### src/hw/rtl/dswf_pkg.sv
package dswf_pkg;

  localparam int unsigned AltW   = 32;
  localparam int unsigned VarW   = 48;
  localparam int unsigned GainW  = 17;
  localparam int unsigned CntW   = 16;
  localparam int unsigned LimW   = 31;
  localparam int unsigned CfgIdxW = 3;

  localparam logic [GainW-1:0] GainOne = 17'h10000;
  localparam logic [CntW-1:0]  CntSat  = 16'hFFFF;

  localparam logic [CfgIdxW-1:0] RegMeanGain  = 3'd0;
  localparam logic [CfgIdxW-1:0] RegVarGain   = 3'd1;
  localparam logic [CfgIdxW-1:0] RegVarFloor  = 3'd2;
  localparam logic [CfgIdxW-1:0] RegDisLimit  = 3'd3;
  localparam logic [CfgIdxW-1:0] RegFaultCnt  = 3'd4;
  localparam logic [CfgIdxW-1:0] RegStuckCnt  = 3'd5;
  localparam logic [CfgIdxW-1:0] RegStuckInfl = 3'd6;

  typedef struct packed {
    logic [GainW-1:0] mean_gain;
    logic [GainW-1:0] var_gain;
    logic [VarW-1:0]  var_floor;
    logic [LimW-1:0]  dis_limit;
    logic [CntW-1:0]  fault_cnt;
    logic [CntW-1:0]  stuck_cnt;
    logic [VarW-1:0]  stuck_infl;
  } cfg_t;

endpackage

### src/hw/rtl/dswf_mul.sv
module dswf_mul (
  input  logic         clk_i,
  input  logic         rst_ni,
  input  logic         start_i,
  input  logic [63:0]  a_i,
  input  logic [63:0]  b_i,
  output logic         done_o,
  output logic [127:0] p_o
);
  import dswf_pkg::*;

  logic [127:0] acc_q, acc_d, sh_q, sh_d;
  logic [63:0]  mb_q, mb_d;
  logic [6:0]   cnt_q, cnt_d;
  logic         busy_q, busy_d, done_q, done_d;

  always_comb begin
    acc_d = acc_q; sh_d = sh_q; mb_d = mb_q; cnt_d = cnt_q;
    busy_d = busy_q; done_d = 1'b0;
    if (start_i) begin
      acc_d = '0; sh_d = {64'd0, a_i}; mb_d = b_i; cnt_d = '0; busy_d = 1'b1;
    end else if (busy_q) begin
      if (mb_q[0]) acc_d = acc_q + sh_q;
      sh_d = sh_q << 1;
      mb_d = mb_q >> 1;
      cnt_d = cnt_q + 7'd1;
      if (cnt_q == 7'd63) begin
        busy_d = 1'b0; done_d = 1'b1;
      end
    end
  end

  always_ff @(posedge clk_i or negedge rst_ni) begin
    if (!rst_ni) begin
      busy_q <= 1'b0; done_q <= 1'b0; cnt_q <= '0;
    end else begin
      busy_q <= busy_d; done_q <= done_d; cnt_q <= cnt_d;
    end
  end

  always_ff @(posedge clk_i) begin
    acc_q <= acc_d; sh_q <= sh_d; mb_q <= mb_d;
  end

  assign done_o = done_q;
  assign p_o    = acc_q;
endmodule

### src/hw/rtl/dswf_div.sv
module dswf_div (
  input  logic        clk_i,
  input  logic        rst_ni,
  input  logic        start_i,
  input  logic [63:0] n_i,
  input  logic [63:0] d_i,
  output logic        done_o,
  output logic [63:0] q_o
);
  import dswf_pkg::*;

  logic [63:0] q_q, q_d, d_q, d_d;
  logic [64:0] r_q, r_d, t;
  logic [6:0]  cnt_q, cnt_d;
  logic        busy_q, busy_d, done_q, done_d;

  always_comb begin
    q_d = q_q; d_d = d_q; r_d = r_q; cnt_d = cnt_q;
    busy_d = busy_q; done_d = 1'b0;
    t = '0;
    if (start_i) begin
      q_d = n_i; d_d = d_i; r_d = '0; cnt_d = '0; busy_d = 1'b1;
    end else if (busy_q) begin
      t = {r_q[63:0], q_q[63]};
      if (t >= {1'b0, d_q}) begin
        r_d = t - {1'b0, d_q};
        q_d = {q_q[62:0], 1'b1};
      end else begin
        r_d = t;
        q_d = {q_q[62:0], 1'b0};
      end
      cnt_d = cnt_q + 7'd1;
      if (cnt_q == 7'd63) begin
        busy_d = 1'b0; done_d = 1'b1;
      end
    end
  end

  always_ff @(posedge clk_i or negedge rst_ni) begin
    if (!rst_ni) begin
      busy_q <= 1'b0; done_q <= 1'b0; cnt_q <= '0;
    end else begin
      busy_q <= busy_d; done_q <= done_d; cnt_q <= cnt_d;
    end
  end

  always_ff @(posedge clk_i) begin
    q_q <= q_d; d_q <= d_d; r_q <= r_d;
  end

  assign done_o = done_q;
  assign q_o    = q_q;
endmodule

### src/hw/rtl/dual_sensor_weighted_fusion_top.sv
// Channel   Dir  Handshake              Payload
// s_axis    in   s_axis_tvalid/tready   tdata: altitude_a[31:0], altitude_b[63:32]
// m_axis    out  m_axis_tvalid/tready   tdata: fused_altitude[31:0]; tuser: a_ok, b_ok
// cfg       in   cfg_valid_i/ready_o    cfg_index_i, cfg_data_i
// Each serial multiply or divide runs 64 steps between its start and its done strobe.
// A trusted sensor needs four of them; the blend adds two, each partly stuck sensor four.
// Reset restores register defaults and sensor state; no clearing pass. A finished result
// waits in the output register while the next item is taken; config transfers are taken
// only while the sequencer is idle.
module dual_sensor_weighted_fusion_top (
  input  logic        clk_i,
  input  logic        rst_ni,
  input  logic        s_axis_tvalid,
  output logic        s_axis_tready,
  input  logic [63:0] s_axis_tdata,   // altitude_a, altitude_b
  output logic        m_axis_tvalid,
  input  logic        m_axis_tready,
  output logic [31:0] m_axis_tdata,   // fused_altitude
  output logic [1:0]  m_axis_tuser,   // sensor_a_ok, sensor_b_ok
  input  logic        cfg_valid_i,
  output logic        cfg_ready_o,
  input  logic [2:0]  cfg_index_i,
  input  logic [63:0] cfg_data_i
);
  import dswf_pkg::*;

  localparam logic [4:0] S_IDLE = 5'd0,  S_MA   = 5'd1,  S_MAW  = 5'd2,  S_SQ   = 5'd3,
                         S_SQW  = 5'd4,  S_V1   = 5'd5,  S_V1W  = 5'd6,  S_V2   = 5'd7,
                         S_V2W  = 5'd8,  S_NEXT = 5'd9,  S_DIS  = 5'd10, S_E1   = 5'd11,
                         S_E1W  = 5'd12, S_E2   = 5'd13, S_E2W  = 5'd14, S_E3   = 5'd15,
                         S_E3W  = 5'd16, S_E4   = 5'd17, S_E4W  = 5'd18, S_SHR  = 5'd19,
                         S_W    = 5'd20, S_WW   = 5'd21, S_F    = 5'd22, S_FW   = 5'd23,
                         S_OUT  = 5'd24;

  cfg_t cfg_q;
  logic [4:0] st_q, st_d;
  logic signed [AltW-1:0] prev_a_q, prev_b_q, mean_a_q, mean_b_q, a_q, b_q;
  logic [CntW-1:0] rc_a_q, rc_b_q, dis_q;
  logic ha_q, hb_q, sens_q;
  logic [VarW-1:0] var_a_q, var_b_q;
  logic [VarW:0] ea_q, eb_q, t_q;
  logic [AltW:0] r_q;
  logic [47:0] sq_q;
  logic [63:0] acc_q;
  logic [16:0] w_q;
  logic ov_q;
  logic [31:0] out_q;
  logic [1:0] outu_q;
  logic ovalid_q;

  logic mstart, dstart, mdone, ddone;
  logic [63:0] ma, mb, dn, dd, dq;
  logic [127:0] mp;

  logic [GainW-1:0] gm, gv;
  assign gm = (cfg_q.mean_gain > GainOne) ? GainOne : cfg_q.mean_gain;
  assign gv = (cfg_q.var_gain > GainOne) ? GainOne : cfg_q.var_gain;

  dswf_mul u_mul (.clk_i, .rst_ni, .start_i(mstart), .a_i(ma), .b_i(mb),
                  .done_o(mdone), .p_o(mp));
  dswf_div u_div (.clk_i, .rst_ni, .start_i(dstart), .n_i(dn), .d_i(dd),
                  .done_o(ddone), .q_o(dq));

  logic signed [AltW-1:0] x_cur, m_cur;
  logic [VarW-1:0] v_cur;
  logic [CntW-1:0] c_cur;
  assign x_cur = sens_q ? b_q : a_q;
  assign m_cur = sens_q ? mean_b_q : mean_a_q;
  assign v_cur = sens_q ? var_b_q : var_a_q;
  assign c_cur = sens_q ? rc_b_q : rc_a_q;

  logic signed [AltW:0] dm, dab;
  logic [AltW:0] absd;
  assign dm  = 33'(x_cur) - 33'(m_cur);
  assign dab = 33'(a_q) - 33'(b_q);
  assign absd = dab[AltW] ? 33'(-dab) : 33'(dab);

  // signed multiply via magnitudes
  logic [AltW:0] mag_dm, mag_dba;
  logic signed [AltW:0] dba;
  assign dba = 33'(b_q) - 33'(a_q);
  assign mag_dm  = dm[AltW] ? 33'(-dm) : 33'(dm);
  assign mag_dba = dba[AltW] ? 33'(-dba) : 33'(dba);

  logic signed [64:0] sprod;
  logic signed [AltW:0] mnew, rnew;
  logic [AltW:0] absr;
  logic [63:0] vsum;
  logic [VarW-1:0] vnew_full;
  logic [VarW-1:0] vnew;
  logic [VarW:0] esum;
  logic [VarW+1:0] sumab;
  logic dis_hit, isol_a;
  logic [CntW-1:0] dis_inc;
  logic sa, sb;
  logic signed [64:0] fprod;
  logic signed [48:0] fadj;

  always_comb begin
    sprod = dm[AltW] ? -65'(mp[63:0]) : 65'(mp[63:0]);
    mnew  = 33'(m_cur) + 33'((sprod + 65'sd32768) >>> 16);
    rnew  = 33'(x_cur) - mnew;
    absr  = rnew[AltW] ? 33'(-rnew) : 33'(rnew);
    vsum  = acc_q + mp[63:0] + 64'd32768;
    vnew_full = vsum[63:16];
    vnew  = (vnew_full < cfg_q.var_floor) ? cfg_q.var_floor : vnew_full;
    esum  = ea_q + eb_q;
    sumab = {1'b0, ea_q} + {1'b0, eb_q};
    dis_hit = absd > {2'b0, cfg_q.dis_limit};
    dis_inc = (dis_q < CntSat) ? dis_q + 16'd1 : dis_q;
    sa = rc_a_q >= cfg_q.stuck_cnt;
    sb = rc_b_q >= cfg_q.stuck_cnt;
    isol_a = (sa && !sb) || ((sa == sb) && (var_a_q > var_b_q));
    fprod = dba[AltW] ? -65'(mp[64:0]) : 65'(mp[64:0]);
    fadj  = 49'((fprod + 65'sd32768) >>> 16);
  end

  assign s_axis_tready = (st_q == S_IDLE);
  assign cfg_ready_o   = (st_q == S_IDLE);

  always_comb begin
    mstart = 1'b0; dstart = 1'b0;
    ma = '0; mb = '0; dn = '0; dd = 64'd1;
    unique case (st_q)
      S_MA: begin mstart = 1'b1; ma = 64'(gm); mb = 64'(mag_dm); end
      S_SQ: begin mstart = 1'b1; ma = 64'(r_q[31:0]); mb = 64'(r_q[31:0]); end
      S_V1: begin mstart = 1'b1; ma = 64'(GainOne - gv); mb = 64'(v_cur); end
      S_V2: begin mstart = 1'b1; ma = 64'(gv); mb = 64'(sq_q); end
      S_E1: begin mstart = 1'b1; ma = 64'(cfg_q.stuck_infl); mb = 64'(c_cur); end
      S_E2: begin dstart = 1'b1; dn = mp[63:0]; dd = 64'(cfg_q.stuck_cnt); end
      S_E3: begin mstart = 1'b1; ma = dq; mb = 64'(c_cur); end
      S_E4: begin dstart = 1'b1; dn = mp[63:0]; dd = 64'(cfg_q.stuck_cnt); end
      S_W:  begin dstart = 1'b1; dn = {ea_q[47:0], 16'd0} + 64'(esum >> 1);
                  dd = 64'(esum); end
      S_F:  begin mstart = 1'b1; ma = 64'(w_q); mb = 64'(mag_dba); end
      default: ;
    endcase
  end

  always_ff @(posedge clk_i or negedge rst_ni) begin
    if (!rst_ni) begin
      cfg_q <= '{mean_gain: 17'd6554, var_gain: 17'd655, var_floor: 48'd42950,
                 dis_limit: 31'd327680, fault_cnt: 16'd10, stuck_cnt: 16'd50,
                 stuck_infl: 48'd429496729600};
      st_q <= S_IDLE; prev_a_q <= '0; prev_b_q <= '0; rc_a_q <= '0; rc_b_q <= '0;
      ha_q <= 1'b1; hb_q <= 1'b1; mean_a_q <= '0; mean_b_q <= '0;
      var_a_q <= '0; var_b_q <= '0; dis_q <= '0; ovalid_q <= 1'b0; sens_q <= 1'b0;
      t_q <= '0;
    end else begin
      if (cfg_valid_i && cfg_ready_o) begin
        unique case (cfg_index_i)
          RegMeanGain:  cfg_q.mean_gain  <= cfg_data_i[16:0];
          RegVarGain:   cfg_q.var_gain   <= cfg_data_i[16:0];
          RegVarFloor:  cfg_q.var_floor  <= cfg_data_i[47:0];
          RegDisLimit:  cfg_q.dis_limit  <= cfg_data_i[30:0];
          RegFaultCnt:  cfg_q.fault_cnt  <= cfg_data_i[15:0];
          RegStuckCnt:  cfg_q.stuck_cnt  <= cfg_data_i[15:0];
          RegStuckInfl: cfg_q.stuck_infl <= cfg_data_i[47:0];
          default: ;
        endcase
      end
      if (ovalid_q && m_axis_tready) ovalid_q <= 1'b0;
      unique case (st_q)
        S_IDLE: if (s_axis_tvalid && s_axis_tready) begin
          a_q <= s_axis_tdata[31:0]; b_q <= s_axis_tdata[63:32];
          prev_a_q <= s_axis_tdata[31:0]; prev_b_q <= s_axis_tdata[63:32];
          rc_a_q <= (s_axis_tdata[31:0] != prev_a_q) ? '0 :
                    (rc_a_q < CntSat) ? rc_a_q + 16'd1 : rc_a_q;
          rc_b_q <= (s_axis_tdata[63:32] != prev_b_q) ? '0 :
                    (rc_b_q < CntSat) ? rc_b_q + 16'd1 : rc_b_q;
          sens_q <= 1'b0;
          st_q <= ha_q ? S_MA : S_NEXT;
        end
        S_MA: st_q <= S_MAW;
        S_MAW: if (mdone) begin
          if (sens_q) mean_b_q <= mnew[31:0]; else mean_a_q <= mnew[31:0];
          ov_q <= absr[32];
          r_q <= absr;
          st_q <= S_SQ;
        end
        S_SQ: st_q <= S_SQW;
        S_SQW: if (mdone) begin
          sq_q <= (ov_q || (mp[63:48] != 16'd0)) ? 48'hFFFF_FFFF_FFFF : mp[47:0];
          st_q <= S_V1;
        end
        S_V1: st_q <= S_V1W;
        S_V1W: if (mdone) begin acc_q <= mp[63:0]; st_q <= S_V2; end
        S_V2: st_q <= S_V2W;
        S_V2W: if (mdone) begin
          if (sens_q) var_b_q <= vnew; else var_a_q <= vnew;
          st_q <= S_NEXT;
        end
        S_NEXT: begin
          if (!sens_q) begin
            sens_q <= 1'b1;
            st_q <= hb_q ? S_MA : S_DIS;
          end else st_q <= S_DIS;
        end
        S_DIS: begin
          if (!ha_q) begin out_q <= b_q; st_q <= S_OUT; end
          else if (!hb_q) begin out_q <= a_q; st_q <= S_OUT; end
          else if (dis_hit && dis_inc >= cfg_q.fault_cnt) begin
            dis_q <= dis_inc;
            if (isol_a) begin ha_q <= 1'b0; out_q <= b_q; end
            else begin hb_q <= 1'b0; out_q <= a_q; end
            st_q <= S_OUT;
          end else begin
            if (dis_hit) dis_q <= dis_inc;
            else if (dis_q != '0) dis_q <= dis_q - 16'd1;
            sens_q <= 1'b0;
            st_q <= S_E1;
          end
        end
        S_E1: begin
          if (c_cur == '0) begin
            t_q <= '0; st_q <= S_E4W;
          end else if (c_cur >= cfg_q.stuck_cnt) begin
            t_q <= 49'(cfg_q.stuck_infl); st_q <= S_E4W;
          end else st_q <= S_E1W;
        end
        S_E1W: if (mdone) st_q <= S_E2;
        S_E2: st_q <= S_E2W;
        S_E2W: if (ddone) st_q <= S_E3;
        S_E3: st_q <= S_E3W;
        S_E3W: if (mdone) st_q <= S_E4;
        S_E4: st_q <= S_E4W;
        S_E4W: if (ddone || t_q != '0 || c_cur == '0 || c_cur >= cfg_q.stuck_cnt) begin
          if (sens_q) eb_q <= 49'(v_cur) + ((c_cur == '0 || c_cur >= cfg_q.stuck_cnt)
                                            ? t_q : 49'(dq));
          else ea_q <= 49'(v_cur) + ((c_cur == '0 || c_cur >= cfg_q.stuck_cnt)
                                     ? t_q : 49'(dq));
          t_q <= '0;
          if (!sens_q) begin sens_q <= 1'b1; st_q <= S_E1; end
          else st_q <= S_SHR;
        end
        S_SHR: begin
          if (sumab >= 50'(1) << 47) begin
            ea_q <= ea_q >> 1; eb_q <= eb_q >> 1;
          end else if (esum == '0) begin
            w_q <= 17'd32768; st_q <= S_F;
          end else st_q <= S_W;
        end
        S_W: st_q <= S_WW;
        S_WW: if (ddone) begin w_q <= dq[16:0]; st_q <= S_F; end
        S_F: st_q <= S_FW;
        S_FW: if (mdone) begin out_q <= 32'(49'(a_q) + fadj); st_q <= S_OUT; end
        S_OUT: if (!ovalid_q) begin
          ovalid_q <= 1'b1; outu_q <= {hb_q, ha_q}; m_axis_tdata <= out_q;
          st_q <= S_IDLE;
        end
        default: st_q <= S_IDLE;
      endcase
    end
  end

  assign m_axis_tvalid = ovalid_q;
  assign m_axis_tuser  = outu_q;
endmodule

### config.mk
export PLATFORM = sky130hd
export DESIGN_NAME = dual_sensor_weighted_fusion_top
export DESIGN_NICKNAME = d
export VERILOG_FILES = /design/src/hw/rtl/dswf_pkg.sv /design/src/hw/rtl/dswf_mul.sv /design/src/hw/rtl/dswf_div.sv /design/src/hw/rtl/dual_sensor_weighted_fusion_top.sv
export SDC_FILE = /design/constraint.sdc
export NUM_CORES = 2
export LEC_CHECK = 0
export ABC_AREA = 1
export BUFFER_PORTS_ARGS = -buffer_cell sky130_fd_sc_hd__clkbuf_2
export CAP_MARGIN = 30
export CELL_PAD_IN_SITES_DETAIL_PLACEMENT = 1
export CELL_PAD_IN_SITES_GLOBAL_PLACEMENT = 1
export CORE_UTILIZATION = 38
export DETAILED_ROUTE_END_ITERATION = 6
export PLACE_DENSITY = 0.7
export SYNTH_ARGS = -nofsm -noshare
export SYNTH_HDL_FRONTEND = slang
export SYNTH_SLANG_ARGS = --single-unit
export TNS_END_PERCENT = 30
### constraint.sdc
create_clock -name clk_i -period 25.6 [get_ports clk_i]
set_clock_uncertainty 0.2 [all_clocks]
set_input_delay 1.28 -clock clk_i [delete_from_list [all_inputs] [get_ports clk_i]]
set_output_delay 1.28 -clock clk_i [all_outputs]
set_load 0.02 [all_outputs]
==> qor.csv <==
metric,value,unit
Post-CTS Resized,0,
most common cell in the synthesized netlist,nand2_1,
Mapped Nets,14500,
crit path to,r_q[31],
synth unique cells,77,
die width,509,um
DIE AREA,0.259,mm^2
vias per cell,5.65,
crit path launch,sens_q,
CTS Sinks,1283,
vias,97300,
Rows,185,
IO buf count,156,
Synth-to-Final Area Change,11.1,%
Worst Tran Pin Value,1240,ps
storage element area,0.0346,mm^2
"FF+latch count, synth",1283,
final net count,14600,
CP max stage delay,770,ps
Met2 Routed Length,213000,um
Max-Cap Viols,0,
syn avg cell area,7.20,um^2
final hold slack,217,ps
dpl hpwl,371000,um
DRT antenna net count,0,
Synth Cell Area,0.0977,mm^2
final setup vio count,0,
global route total overflow,0,
WL met3,23800,um
CP Capture Type,flop,
total negative slack,0,ps
final WL,456000,um
DRT met1 WL,193000,um
Critical-path top delay cell,xor2_1,
FF-to-FF path depth,45,
Final Slew Violations,0,
Synth Flop Type,edfxtp_1,
sequential share of the synthesized area,35.4,%
Placed Cells,16900,
"Clk pin slew, worst setup/hold paths",60,ps
Placeable Area,0.255,mm^2
Hold Crit Class,in -> async,
vias in the first global route,99600,
Lkg Pwr,0.0495,uW
CTS Root Cell,clkbuf_16,
RSZ-0062 raised after global routing,no,
CP arrival,13580,ps
CTS tree,built,
"area leader, netlist",edfxtp_1,
start of the worst register-to-register path,sens_q,
WL per Instance,26.5,um
"Hold Vio Cnt, Final",0,
die extent in y,509,um
Final Util,42.6,%
post-route insts no fill,17200,
Pre-antenna DRT Iters,6,
first-pass GRT wire length,662000,um
RePlAce Congestion,0.990,
# H-tree levels,4,
period utilization,51.6,%
initial antenna violation count,27,
post-layout minimum cycle time,13210,ps
Top Metal Used,met5,
largest net degree at the start of global routing,140,
crit-path max FO,75,
run status,completed,
Starting DRT DRC Count,7481,
I/O Pins,173,
DRC,0,
Initial Util,38.3,%
# Post-CTS Setup Buffers,0,
CTS buffer count,170,
yosys warns,0,
RR Endpoint,r_q[31],
R2R Setup Slk,12390,ps
CTS Hold Bufs,0,
"top cells by area, synth","edfxtp_1 (19%), dfrtp_1 (13%), nand2_1 (13%), ha_1 (9.6%), inv_1 (7.2%)",
Fill cells,32000,
share of layout cells above drive strength 1,5.78,%
critical path class,reg -> reg,
Slew headroom,17.2,%
Startpoint Class,flop,
CTS max path bufs,4,
Cells after Synth,13600,
Crit path required time,25970,ps
share of the synthesized area in the top cell type,18.9,%
area of the multi-input gates,0.0549,mm^2
Synth async-reset ratio,42.1,%
fmax,75.7,MHz
maximum vdd drop,0.0000473,V
most frequent cells after synthesis,"nand2_1 (3370), inv_1 (1867), o21ai_0 (1356)",
Tot Pwr,4730,uW
most frequent CP cell,nand2_1,
PD cells,43.6,mW/mm^2
Tot GR Track Use,34.5,%
number of flops mapped to enable cells by yosys,615,
clock latency on the worst-skew pair,920,ps
area by class of cell:
class                   instances  share of cell area (%)
multi-input cells           10000                    50.5
flip-flops and latches       1283                    31.8
inverters                    1888                    6.53
clock buffers                 230                    4.33
well taps                    3366                    3.88
repair buffers                333                    2.05
clock inverters                76                   0.840
diodes                         11                  0.0253
placed cells by master (no fill, tap or decap), types with 20 or more instances in the layout:
cell type  instances
dfrtp_1          505
clkbuf_2         155
xor2_1           350
clkbuf_16        173
o22ai_1           25
buf_4            140
a22oi_1           21
nand3b_1          27
o211ai_1          67
o21ai_0         1343
o21a_1            63
or2_2             66
nand2_1         3365
clkbuf_1          41
ha_1             750
o21ai_1           35
dfxtp_1          128
a221oi_1          34
edfxtp_1         615
nor4_1            79
o221ai_1          47
nor3_1           180
clkinv_2          26
xnor2_1          176
buf_2             21
nand4_1          174
a21boi_0          27
inv_1           1860
nand3_1          654
a21o_1            51
o2111ai_1         33
nor2_1          1175
dfstp_2           34
a31oi_1           94
a21oi_1          939
clkinv_1          20
o21bai_1          53
flip-flops by register name, indices dropped and copies added, names as in the netlist, 49 cells and up:
register / count
eb_q: 49
ea_q: 49
u_div.q_o: 64
u_div.d_q: 49
u_mul.sh_q: 64
acc_q: 64
u_mul.p_o: 64
u_div.r_q: 64
cfg_q: 193
layer usage:
| layer | GRT usage, % | vias up |
|---|---|---|
| li1 | - | 45500 |
| met1 | 43.8 | 48300 |
| met2 | 57.8 | 2660 |
| met3 | 4.21 | 772 |
| met4 | 17.3 | 12 |
| met5 | 0 | - |
critical path, delay by kind of cell (launching register included):
kind / cells / cell delay (ps)
AND/OR/NAND/NOR: 23 / 4280
buffers and inverters: 6 / 2150
AO/OA/AOI/OAI: 9 / 2130
XOR/XNOR: 3 / 1760
adder cells (fa/ha/maj): 4 / 1580
flip-flops: 1 / 700
power breakdown:
part	total [uW]	internal, uW	switching (uW)
sequential	2160	2150	5.61
combinational	88.1	22.8	65.2
clock	2490	1460	1030
per-stage QoR:
stage          worst slack (ps)  area (um^2)
2_1_floorplan             17390        97700
3_3_place_gp              12750       103000
3_5_place_dp              12570       103000
4_1_cts                   12470       109000
5_1_grt                   11660       109000
6_report                  12390       109000
worst min-delay path by stage:
| stage | start | end | slack (ps) | cells past startpoint |
|---|---|---|---|---|
| global route | out_q[27] | m_axis_tdata[27] | 220 | 0 |
| global placement | out_q[30] | m_axis_tdata[30] | 200 | 0 |
| floorplan | out_q[0] | m_axis_tdata[0] | 200 | 0 |
| finish | rst_ni | dis_q[7] | 220 | 1 |
| detailed placement | out_q[28] | m_axis_tdata[28] | 210 | 0 |
| CTS | out_q[28] | m_axis_tdata[28] | 220 | 0 |
cells by family after synthesis:
logic type | share of synthesized area, %
XOR/XNOR | 4.71
adder cells (fa/ha/maj) | 9.83
AND/OR/NAND/NOR | 24.6
buffers and inverters | 8.76
flip-flops | 35.4
AO/OA/AOI/OAI | 16.7
Note: power is estimated with default switching activity, not from simulation.
